--- src/rtl/core/rmlm_pkg.sv ---
// ----------------------------------------------------------------------------
// rmlm_pkg
// Shared types, widths and helper functions for the lowest-metric route
// lookup block.
// ----------------------------------------------------------------------------
package rmlm_pkg;

    localparam int ADDR_W   = 32;
    localparam int METRIC_W = 32;
    localparam int IFACE_W  = 8;
    localparam int PREFIX_W = 6;

    localparam logic [ADDR_W-1:0]   ALL_ONES  = '1;
    localparam logic [PREFIX_W-1:0] FULL_PREFIX = PREFIX_W'(ADDR_W);

    // One route entry as held in the input register
    typedef struct packed {
        logic [ADDR_W-1:0]   target_addr;
        logic [ADDR_W-1:0]   route_dest;
        logic [ADDR_W-1:0]   route_mask;
        logic [METRIC_W-1:0] route_metric;
        logic [IFACE_W-1:0]  route_iface;
        logic                first_entry;
        logic                last_entry;
    } entry_t;

    // Running best route of the current query
    typedef struct packed {
        logic                have_best;
        logic [METRIC_W-1:0] cost;
        logic [ADDR_W-1:0]   netmask;
        logic [PREFIX_W-1:0] prefix;
        logic [IFACE_W-1:0]  port;
    } best_t;

    // One lookup result
    typedef struct packed {
        logic                found;
        logic [IFACE_W-1:0]  best_iface;
        logic [ADDR_W-1:0]   result_mask;
        logic [PREFIX_W-1:0] prefix_len;
        logic [ADDR_W-1:0]   broadcast;
    } result_t;

    // Prefix length of a mask: width minus its trailing zeros, 0 for a zero mask.
    // Isolate the lowest set bit, then encode its position with OR terms.
    function automatic logic [PREFIX_W-1:0] mask_prefix(input logic [ADDR_W-1:0] m);
        logic [ADDR_W-1:0]   low;
        logic [PREFIX_W-2:0] idx;
        low = m & (~m + ADDR_W'(1));
        idx = '0;
        for (int i = 0; i < ADDR_W; i++)
        begin
            if (low[i])
            begin
                idx = idx | (PREFIX_W-1)'(i);
            end
        end
        if (m == '0)
        begin
            return '0;
        end
        return FULL_PREFIX - {1'b0, idx};
    endfunction

    // Mask with p leading ones; p of 32 or more saturates to all ones
    function automatic logic [ADDR_W-1:0] prefix_mask(input logic [PREFIX_W-1:0] p);
        if (p == '0)
        begin
            return '0;
        end
        if (p >= FULL_PREFIX)
        begin
            return ALL_ONES;
        end
        return ~(ALL_ONES >> p);
    endfunction

endpackage

--- src/rtl/core/rmlm_if.sv ---
// ----------------------------------------------------------------------------
// rmlm_if
// Valid/ready channels of the route lookup block: route entries in,
// lookup results out.
// ----------------------------------------------------------------------------
interface rmlm_entry_if;
    import rmlm_pkg::*;

    logic                valid;
    logic                ready;
    logic [ADDR_W-1:0]   target_addr;
    logic [ADDR_W-1:0]   route_dest;
    logic [ADDR_W-1:0]   route_mask;
    logic [METRIC_W-1:0] route_metric;
    logic [IFACE_W-1:0]  route_iface;
    logic                first_entry;
    logic                last_entry;

    modport source (
        output valid, target_addr, route_dest, route_mask, route_metric,
               route_iface, first_entry, last_entry,
        input  ready
    );

    modport sink (
        input  valid, target_addr, route_dest, route_mask, route_metric,
               route_iface, first_entry, last_entry,
        output ready
    );
endinterface

interface rmlm_result_if;
    import rmlm_pkg::*;

    logic                valid;
    logic                ready;
    logic                found;
    logic [IFACE_W-1:0]  best_iface;
    logic [ADDR_W-1:0]   result_mask;
    logic [PREFIX_W-1:0] prefix_len;
    logic [ADDR_W-1:0]   broadcast;

    modport source (
        output valid, found, best_iface, result_mask, prefix_len, broadcast,
        input  ready
    );

    modport sink (
        input  valid, found, best_iface, result_mask, prefix_len, broadcast,
        output ready
    );
endinterface

--- src/rtl/core/rmlm_select.sv ---
// ----------------------------------------------------------------------------
// rmlm_select
// Route match and metric compare; holds the best route of the running query
// and presents its updated value for the entry being consumed.
// ----------------------------------------------------------------------------
module rmlm_select
    import rmlm_pkg::*;
(
    input  logic   clk,
    input  logic   rst_n,
    input  logic   advance,
    input  entry_t entry,
    output best_t  best_next
);

    best_t best_reg;
    best_t base;
    logic  match;
    logic  better;

    // Start of query clears the running best before this entry is examined
    always_comb
    begin
        if (entry.first_entry)
        begin
            base = '{have_best: 1'b0, cost: ALL_ONES, netmask: '0, prefix: '0, port: '0};
        end
        else
        begin
            base = best_reg;
        end
    end

    // Masked compare and strict metric compare
    assign match  = ((entry.target_addr & entry.route_mask)
                     == (entry.route_dest & entry.route_mask));
    assign better = !base.have_best || (entry.route_metric < base.cost);

    always_comb
    begin
        best_next = base;
        if (match && better)
        begin
            best_next.have_best = 1'b1;
            best_next.cost      = entry.route_metric;
            best_next.netmask   = entry.route_mask;
            best_next.prefix    = mask_prefix(entry.route_mask);
            best_next.port      = entry.route_iface;
        end
    end

    // Best route state
    always_ff @(posedge clk or negedge rst_n)
    begin
        if (!rst_n)
        begin
            best_reg <= '{have_best: 1'b0, cost: ALL_ONES, netmask: '0, prefix: '0, port: '0};
        end
        else if (advance)
        begin
            best_reg <= best_next;
        end
    end

endmodule

--- src/rtl/core/rmlm_format.sv ---
// ----------------------------------------------------------------------------
// rmlm_format
// Builds the lookup result from the chosen route: mask override, prefix
// length and broadcast address; all zero when no route matched.
// ----------------------------------------------------------------------------
module rmlm_format
    import rmlm_pkg::*;
(
    input  best_t               best,
    input  logic [PREFIX_W-1:0] override_prefix,
    input  logic [ADDR_W-1:0]   target_addr,
    output result_t             result
);

    logic [ADDR_W-1:0]   mask;
    logic [PREFIX_W-1:0] prefix;

    // Nonzero override replaces the route mask
    always_comb
    begin
        if (override_prefix == '0)
        begin
            mask   = best.netmask;
            prefix = best.prefix;
        end
        else
        begin
            mask   = prefix_mask(override_prefix);
            prefix = (override_prefix >= FULL_PREFIX) ? FULL_PREFIX : override_prefix;
        end
    end

    always_comb
    begin
        result = '0;
        if (best.have_best)
        begin
            result.found       = 1'b1;
            result.best_iface  = best.port;
            result.result_mask = mask;
            result.prefix_len  = prefix;
            result.broadcast   = target_addr | ~mask;
        end
    end

endmodule

--- src/rtl/core/route_match_lowest_metric.sv ---
// ----------------------------------------------------------------------------
// route_match_lowest_metric
// Lowest-metric IPv4 route lookup over a stream of route entries.
// Result: the last entry of a query passes the input register, then the result register, which holds it valid.
// Throughput: one route entry per cycle; input register, one compare/select
// stage and a result register, with the input stalling only when a finished
// result has not been taken and another query end is waiting to complete.
// Reset: clears the running best route, the override prefix and both stages.
// ----------------------------------------------------------------------------
module route_match_lowest_metric
    import rmlm_pkg::*;
(
    input  logic                clk,
    input  logic                rst_n,
    input  logic                cfg_wr_en,
    input  logic [PREFIX_W-1:0] cfg_wr_data,
    rmlm_entry_if.sink          entry,
    rmlm_result_if.source       result
);

    logic [PREFIX_W-1:0] override_reg;
    logic                s1_valid_reg;
    entry_t              s1_data_reg;
    logic                res_valid_reg;
    result_t             res_data_reg;
    logic                out_free;
    logic                advance;
    best_t               best_next;
    result_t             res_next;

    // Stage control
    assign out_free    = !res_valid_reg || result.ready;
    assign advance     = s1_valid_reg && (!s1_data_reg.last_entry || out_free);
    assign entry.ready = !s1_valid_reg || advance;

    // Override prefix register
    always_ff @(posedge clk or negedge rst_n)
    begin
        if (!rst_n)
        begin
            override_reg <= '0;
        end
        else if (cfg_wr_en)
        begin
            override_reg <= cfg_wr_data;
        end
    end

    // Input register
    always_ff @(posedge clk or negedge rst_n)
    begin
        if (!rst_n)
        begin
            s1_valid_reg <= 1'b0;
        end
        else if (entry.ready)
        begin
            s1_valid_reg <= entry.valid;
        end
    end

    always_ff @(posedge clk)
    begin
        if (entry.valid && entry.ready)
        begin
            s1_data_reg <= '{target_addr:  entry.target_addr,
                             route_dest:   entry.route_dest,
                             route_mask:   entry.route_mask,
                             route_metric: entry.route_metric,
                             route_iface:  entry.route_iface,
                             first_entry:  entry.first_entry,
                             last_entry:   entry.last_entry};
        end
    end

    rmlm_select u_select (
        .clk       (clk),
        .rst_n     (rst_n),
        .advance   (advance),
        .entry     (s1_data_reg),
        .best_next (best_next)
    );

    rmlm_format u_format (
        .best            (best_next),
        .override_prefix (override_reg),
        .target_addr     (s1_data_reg.target_addr),
        .result          (res_next)
    );

    // Result register
    always_ff @(posedge clk or negedge rst_n)
    begin
        if (!rst_n)
        begin
            res_valid_reg <= 1'b0;
        end
        else if (advance && s1_data_reg.last_entry)
        begin
            res_valid_reg <= 1'b1;
        end
        else if (result.ready)
        begin
            res_valid_reg <= 1'b0;
        end
    end

    always_ff @(posedge clk)
    begin
        if (advance && s1_data_reg.last_entry)
        begin
            res_data_reg <= res_next;
        end
    end

    assign result.valid       = res_valid_reg;
    assign result.found       = res_data_reg.found;
    assign result.best_iface  = res_data_reg.best_iface;
    assign result.result_mask = res_data_reg.result_mask;
    assign result.prefix_len  = res_data_reg.prefix_len;
    assign result.broadcast   = res_data_reg.broadcast;

`ifndef SYNTHESIS
    // A miss reports all-zero fields
    a_miss_zero: assert property (@(posedge clk) disable iff (!rst_n)
        (res_valid_reg && !res_data_reg.found) |->
        (res_data_reg.best_iface == '0 && res_data_reg.result_mask == '0 &&
         res_data_reg.prefix_len == '0 && res_data_reg.broadcast == '0))
        else $error("miss result carries nonzero fields");

    // Prefix length stays in range and is zero exactly for a zero mask
    a_prefix_mask: assert property (@(posedge clk) disable iff (!rst_n)
        (res_valid_reg && res_data_reg.found) |->
        (res_data_reg.prefix_len <= FULL_PREFIX &&
         ((res_data_reg.result_mask == '0) == (res_data_reg.prefix_len == '0))))
        else $error("prefix length inconsistent with mask");

    // A query end waiting on a full result register is held, not dropped
    a_last_held: assert property (@(posedge clk) disable iff (!rst_n)
        (s1_valid_reg && s1_data_reg.last_entry && !out_free) |=>
        (s1_valid_reg && $stable(s1_data_reg)))
        else $error("stalled query end lost from input register");

    // A pending result is never overwritten while the output stalls
    a_no_overrun: assert property (@(posedge clk) disable iff (!rst_n)
        (res_valid_reg && !result.ready) |-> !advance || !s1_data_reg.last_entry)
        else $error("result register overrun");
`endif

endmodule
--- src/flat_wrapper.sv ---
// flat-port wrapper written by rule: the top's interface ports become plain ports
module route_match_lowest_metric_flat import rmlm_pkg::*;
  (clk, rst_n, cfg_wr_en, cfg_wr_data, entry_valid, entry_target_addr, entry_route_dest, entry_route_mask, entry_route_metric, entry_route_iface, entry_first_entry, entry_last_entry, entry_ready, result_valid, result_found, result_best_iface, result_result_mask, result_prefix_len, result_broadcast, result_ready);
  rmlm_entry_if entry_i ();
  rmlm_result_if result_i ();
  input  logic clk;
  input  logic rst_n;
  input  logic cfg_wr_en;
  input  logic [PREFIX_W-1:0] cfg_wr_data;
  input wire logic [$bits(entry_i.valid)-1:0] entry_valid;
  input wire logic [$bits(entry_i.target_addr)-1:0] entry_target_addr;
  input wire logic [$bits(entry_i.route_dest)-1:0] entry_route_dest;
  input wire logic [$bits(entry_i.route_mask)-1:0] entry_route_mask;
  input wire logic [$bits(entry_i.route_metric)-1:0] entry_route_metric;
  input wire logic [$bits(entry_i.route_iface)-1:0] entry_route_iface;
  input wire logic [$bits(entry_i.first_entry)-1:0] entry_first_entry;
  input wire logic [$bits(entry_i.last_entry)-1:0] entry_last_entry;
  output wire logic [$bits(entry_i.ready)-1:0] entry_ready;
  output wire logic [$bits(result_i.valid)-1:0] result_valid;
  output wire logic [$bits(result_i.found)-1:0] result_found;
  output wire logic [$bits(result_i.best_iface)-1:0] result_best_iface;
  output wire logic [$bits(result_i.result_mask)-1:0] result_result_mask;
  output wire logic [$bits(result_i.prefix_len)-1:0] result_prefix_len;
  output wire logic [$bits(result_i.broadcast)-1:0] result_broadcast;
  input wire logic [$bits(result_i.ready)-1:0] result_ready;
  assign entry_i.valid = entry_valid;
  assign entry_i.target_addr = entry_target_addr;
  assign entry_i.route_dest = entry_route_dest;
  assign entry_i.route_mask = entry_route_mask;
  assign entry_i.route_metric = entry_route_metric;
  assign entry_i.route_iface = entry_route_iface;
  assign entry_i.first_entry = entry_first_entry;
  assign entry_i.last_entry = entry_last_entry;
  assign entry_ready = entry_i.ready;
  assign result_valid = result_i.valid;
  assign result_found = result_i.found;
  assign result_best_iface = result_i.best_iface;
  assign result_result_mask = result_i.result_mask;
  assign result_prefix_len = result_i.prefix_len;
  assign result_broadcast = result_i.broadcast;
  assign result_i.ready = result_ready;
  route_match_lowest_metric u_core (.clk(clk), .rst_n(rst_n), .cfg_wr_en(cfg_wr_en), .cfg_wr_data(cfg_wr_data), .entry(entry_i), .result(result_i));
endmodule
--- config.mk ---
export PLATFORM = sky130hd
export DESIGN_NAME = route_match_lowest_metric_flat
export DESIGN_NICKNAME = d
export VERILOG_FILES = /design/src/rtl/core/rmlm_pkg.sv /design/src/rtl/core/rmlm_if.sv /design/src/rtl/core/rmlm_select.sv /design/src/rtl/core/rmlm_format.sv /design/src/rtl/core/route_match_lowest_metric.sv /design/src/flat_wrapper.sv
export SDC_FILE = /design/constraint.sdc
export NUM_CORES = 1
export LEC_CHECK = 0
export BUFFER_PORTS_ARGS = -buffer_cell sky130_fd_sc_hd__buf_2
export CAP_MARGIN = 10
export CORE_MARGIN = 8
export CORE_UTILIZATION = 37
export DETAILED_ROUTE_END_ITERATION = 6
export SYNTH_ARGS = -nofsm -noshare
export SYNTH_HDL_FRONTEND = slang
export SYNTH_SLANG_ARGS = --single-unit
--- constraint.sdc ---
create_clock -name clk -period 9.19 [get_ports clk]
set_input_delay 1.3785 -clock clk [delete_from_list [all_inputs] [get_ports clk]]
set_output_delay 1.3785 -clock clk [all_outputs]
set_load 0.03 [all_outputs]
Word-level counts from Yosys, hierarchy flattened
Index checks and enable logic that the tools add are counted.

storage, ports and cells
  register bits = 304
  logic and storage cells = 141
  output and inout port bits = 81
  input port bits = 149

operators by class
  shift operators = 1
  muxes and demuxes = 93
  $add $sub $neg = 2
  reduce and logical (&&, ||, !) cells = 15
  magnitude comparators = 2
  equality and inequality tests = 1
  bitwise gates (word level) = 7

operator list
  cell                                                number
  2-to-1 mux 32 bit                                   11
  2-to-1 mux 5 bit                                    48
  2-to-1 mux 79 bit                                   3
  AND 32 bit                                          3
  inverter 32 bit                                     3
  2-to-1 mux 6 bit                                    6
  adder 32 x 1 -> 32 bit, second input constant       1
  == test 32 bit                                      1
  logical NOT 32 bit                                  1
  < comparator 32 bit                                 1
  2-to-1 mux 4 bit                                    8
  bitwise OR 32 bit                                   1
  right shift 32 x 6 -> 32 bit, first input constant  1
  2-to-1 mux 3 bit                                    4
  2-to-1 mux 1 bit                                    11
  >= comparator 6 bit, second input constant          1
  logical NOT 6 bit                                   1
  subtractor 6 x 5 -> 6 bit, first input constant     1
  logical AND 1 bit                                   4
  logical NOT 1 bit                                   4
  logical OR 1 bit                                    4
  2-to-1 mux 2 bit                                    2
  nonzero test 2 bit                                  1

Logic depth before layout (Yosys ltp)
  depth in word-level cells = 75
  gate-level depth with buffers = 14
  depth with buffers taken out = 10

Modules after synthesis
A second synthesis with hierarchy kept.

unflattened totals
  cell total of the unflattened synthesis = 1,146
  area, all modules = 14,086.0 µm²

modules (own cells, without submodules)
  module                     cells each  seq. area each (µm²)  times used  area an instance (µm²)
  route_match_lowest_metric  240         6,716.4               1           6,890.4
  rmlm_select                691         2,016.9               1           5,915.7
  rmlm_format                215         0.0                   1           1,280.0

Least setup slack after synthesis
Ideal clock, no wire load.

  path kind = input port to flip-flop
  from = input port result_ready
  to = register u_core.s1_data_reg[0] (netlist name), enable pin
  path slack = 3.735 ns
  setup time = 0.513 ns
  buffers on the path = 0
  stages on the path = 3
  data required time = 8.677 ns
  arrival = 4.942 ns
  path through = nor2b_1 -> nand3_1 -> and2_1

between the ends
  longest elaborated chain between the ends = 5

ends and longest elaborated chain
  item                  line                             text
  from (decl)           flat_wrapper.sv:25               input wire logic [$bits(result_i.ready)-1:0] result_ready;
  logical OR 1 bit      route_match_lowest_metric.sv:32  assign out_free = !res_valid_reg || result.ready;
  logical OR 1 bit      route_match_lowest_metric.sv:33  assign advance = s1_valid_reg && (!s1_data_reg.last_entry || out_free);
  logical AND 1 bit     route_match_lowest_metric.sv:33
  logical OR 1 bit      route_match_lowest_metric.sv:34  assign entry.ready = !s1_valid_reg || advance;
  net entry_ready       flat_wrapper.sv:18               output wire logic [$bits(entry_i.ready)-1:0] entry_ready;
  logical AND 1 bit     route_match_lowest_metric.sv:64  if (entry.valid && entry.ready)
  to (signal assigned)  route_match_lowest_metric.sv:66  s1_data_reg <= '{target_addr: entry.target_addr,
  to (decl)             route_match_lowest_metric.sv:23  entry_t s1_data_reg;

The timed path passes the listed nets, and every way through them passes these cells.
A chain may end at the register's enable or synchronous reset.

Worst setup path after layout
  from = register u_core.s1_data_reg[1] (netlist name)
  to = register u_core.u_select.best_reg[21] (netlist name)

between the ends
  longest elaborated chain between the ends = 5
  elaborated cells between the ends (all ways) = 6
  those cells by class = 1 x order compare; 2 x mux; 3 x reduce/logical

ends and longest elaborated chain
  item                                                      line               text
  2-to-1 mux 79 bit (*)                                     rmlm_select.sv:24  if (entry.first_entry)
  < comparator 32 bit or logical NOT 1 bit (tied branches)  rmlm_select.sv:37  assign better = !base.have_best || (entry.route_metric < base.cost);
  logical OR 1 bit                                          rmlm_select.sv:37
  logical AND 1 bit                                         rmlm_select.sv:42  if (match && better)
  2-to-1 mux 79 bit (*)                                     rmlm_select.sv:42
  to (signal assigned)                                      rmlm_select.sv:57  best_reg <= '{have_best: 1'b0, cost: ALL_ONES, netmask: '0, prefix: '0, port: '0};
  to (signal assigned)                                      rmlm_select.sv:61  best_reg <= best_next;
  to (decl)                                                 rmlm_select.sv:16  best_t best_reg;

Every way passes the cells marked *; elsewhere a longest branch is shown, timed or not.

==> metrics.md <==
| Metric | Value |
|---|---|
| Final GP Congestion | ~0.9 |
| Placed cells | about 1700 |
| FF-to-FF Start | u_core.s1_data_reg[1] |
| Largest net degree at the start of global routing | between 80 and 90 |
| Post-synth cell types | 78 |
| Die Area | around 43000 um2 |
| Drt drc | 0 |
| Initial core utilization | a little under two fifths |
| Gr usage total | 18.7% |
| Clock Pin Slew Worst Setup and Hold Paths | roughly 0.06 ns |
| Number of global-route vias before repair | roughly 10000 |
| Commonest register cell after synthesis | edfxtp_1 |
| Final hold viol count | 0 |
| Comb pwr share | roughly 7.7% |
| CP max FO | 39 |
| Setup TNS | 0 ns |
| Gates resized, CTS repair | 0 |
| EDFF count, synth | 217 |
| Drt total wl | between 40 and 50 mm |
| Max clock buf depth | 3 |
| Setup violators final | 0 |
| Routed vias | 9696 |
| Post-CTS setup buffers | 0 |
| Hold Path Depth | 1 |
| Hold path start | u_core.u_select.best_reg[5] |
| Layout area overhead | 19.9% |
| Skew final | 0.0135 ns |
| Number of flip-flops under the largest register name | approximately 140 |
| Layout fillers | 3330 |
| DRT Pass-1 Iters | 5 |
| Switching pwr | about 0.0008 W |
| Crit path kind | reg -> reg |
| Crit path DAT | between 4 and 5 ns |
| FMAX | between 0.2 and 0.25 GHz |
| Net Sw Frac | about a quarter |
| Mapped Cells | between 1000 and 1500 |
| #FFs+latches synth | between 300 and 400 |
| Mean post-synth cell area | ~13 um2 |
| VDD IR max | roughly 0.1 mV |
| Cell Count, Final, Fillers Out | about 1700 |
| Cts hold-fix bufs | 0 |
| Rows | 70 |
| RR Endpoint | u_core.u_select.best_reg[21] |
| Ys Warns | 0 |
| Pwr per Cell Area | about 200 nW/um2 |
| Commonest non-fill, non-tap cell in the layout | buf_2 |
| Crit start category | flop |
| Hold Path Class | reg -> reg |
| Register area share after synthesis | 64.5% |
| Final worst path period share | approximately 47% |
| H-Tree Level Count | 2 |
| Clock Sinks | slightly above 300 |
| Register-to-register setup slack | slightly below 5 ns |
| Crit path required time | 9.66 ns |
| I/O Buffers | between 200 and 250 |
| Internal power | between 0.002 and 0.0025 W |
| Crit end category | flop |
| Min Tclk post-route | 4.30 ns |
| Clk root buf | clkbuf_16 |
| Initial antenna violation count | 3 |
| Mapped Area | ~14000 um2 |
| Hpwl dp | between 20 and 30 mm |
| Layout net count | around 1400 |
| Synth Net Count | roughly 1200 |
| Most frequent cells in the layout | 228 x buf_2, 217 x edfxtp_1, 91 x nor2_1 |
| Pleak | between 6 and 7 nW |
| Worst-margin pin slew | 1.14 ns |
| Via density per instance | roughly 5.6 |
| Initial DRC count | between 600 and 700 |
| Reg2Reg Depth | 11 |
| Chip Width | ~210 um |
| Die height | 207 um |
| Slew Limit Headroom | 24.3% |
| IO Count | between 200 and 250 |
| CTS tree | built |
| Max-slew violations | 0 |
| Hold EP | u_core.u_select.best_reg[5] |
| Max Cap Viol | 0 |
| Part of the power in registers | 49.2% |
| Clk pwr share | a little over two fifths |
| Status | finished clean |
| Share of layout cells above drive strength 1 | roughly 30% |
| Worst Setup SP | u_core.s1_data_reg[1] |
| Worst skew pair latency | roughly 0.53 ns |
| Post-DRT Antenna Nets | 0 |
| RSZ-0062 raised after global routing | false |
| FFs w/ async S/R, synth | about 29% |
| CTS Buf Count | 36 |
| Avg WL per Cell | between 20 and 25 um |
| Grt ovf | 0 |
| CORE AREA | approximately 36000 um2 |
| First-pass GRT wire length | roughly 62 mm |
[synthesized netlist by cell type, drive strengths merged, types with 8 or more instances]
cell type | count | share of area [%]
edfxtp | 217 | 48
nor2 | 94 | 2.6
a21oi | 55 | 2.1
dfrtp | 55 | 10
a22o | 50 | 3.2
nand2 | 43 | 1.2
clkbuf | 34 | 0.94
dfstp | 32 | 6.2
ha | 32 | 3.0
o22a | 32 | 2.1
xor2 | 32 | 2.1
buf | 29 | 1.5
nand3 | 27 | 1.0
o21ai | 24 | 0.92
o21a | 20 | 1.1
inv | 18 | 0.50
nor3 | 18 | 0.67
a22oi | 17 | 0.94
nand4 | 16 | 0.83
and3 | 13 | 0.60
a31oi | 11 | 0.51
nor4 | 9 | 0.68
a211oi | 8 | 0.44
a221oi | 8 | 0.70
mux2i | 8 | 0.59
[cells by family after synthesis]
group,count (synthesis),share of synthesized area (%)
AOI/OAI and AO/OA,297,16.9
muxes,14,1.09
and+or+nand+nor,253,9.20
adders and majority gates,32,2.96
xor gates and xnor gates,36,2.33
DFF,304,64.5
buffers and inverters,81,2.97
[critical path, cell delays in order, from the launching register on]
cell	delay, ns
edfxtp_1	0.32
buf_4	0.38
nor2_1	0.11
ha_1	0.33
nand4_1	0.19
nor4_4	0.40
o211a_1	0.26
o31ai_2	0.08
a21oi_2	0.76
or2_1	0.79
buf_4	0.41
a22o_1	0.18
[power groups by stage]
stage	logic (W)	clock network (W)	registers (W)
after floorplan	0.000122	0	0.00162
after global placement	0.000250	0	0.00162
after detailed placement	0.000251	0	0.00162
after CTS	0.000252	0.00143	0.00159
after global routing	0.000271	0.00148	0.00160
final	0.000250	0.00139	0.00159
[per-stage QoR]
step / utilization, % / instance area (um2) / power [W] / worst slack (ns) / hold WS (ns)
after floorplan: - / 13500 / 0.00174 / 3.74 / 0.456
after global placement: 41.5 / 15100 / 0.00187 / 5.07 / 0.471
after detailed placement: 41.5 / 15100 / 0.00187 / 4.89 / 0.479
after CTS: 44.6 / 16200 / 0.00327 / 4.88 / 0.492
after global routing: 44.6 / 16200 / 0.00335 / 4.62 / 0.509
final: 44.6 / 16200 / 0.00323 / 4.89 / 0.494
[final cells by class]
cell class / instances / area [um2] / area share [%]
clock inverter: 25 / 200 / 1.23
multi-input combinational: 632 / 4430 / 27.3
tap: 468 / 586 / 3.61
timing repair buffer: 245 / 1270 / 7.82
clock buffer: 39 / 943 / 5.81
antenna: 1 / 2.50 / 0.0154
inverter: 18 / 67.6 / 0.416
sequential: 304 / 8730 / 53.8
[how the worst max path moves through the flow]
stage                                    to  slack, ns
6_report       u_core.u_select.best_reg[21]       4.89
4_1_cts        u_core.u_select.best_reg[22]       4.88
2_1_floorplan         u_core.s1_data_reg[0]       3.74
3_3_place_gp   u_core.u_select.best_reg[26]       5.07
5_1_grt        u_core.u_select.best_reg[21]       4.62
3_5_place_dp   u_core.u_select.best_reg[22]       4.89
[layer usage]
metal  track usage (%)  wire length (um)
met5                 0                20
met4              6.36               979
met3              5.03              3120
met2              28.9             18700
met1              25.2             18200
No activity file was read; power rests on OpenSTA's default activity.
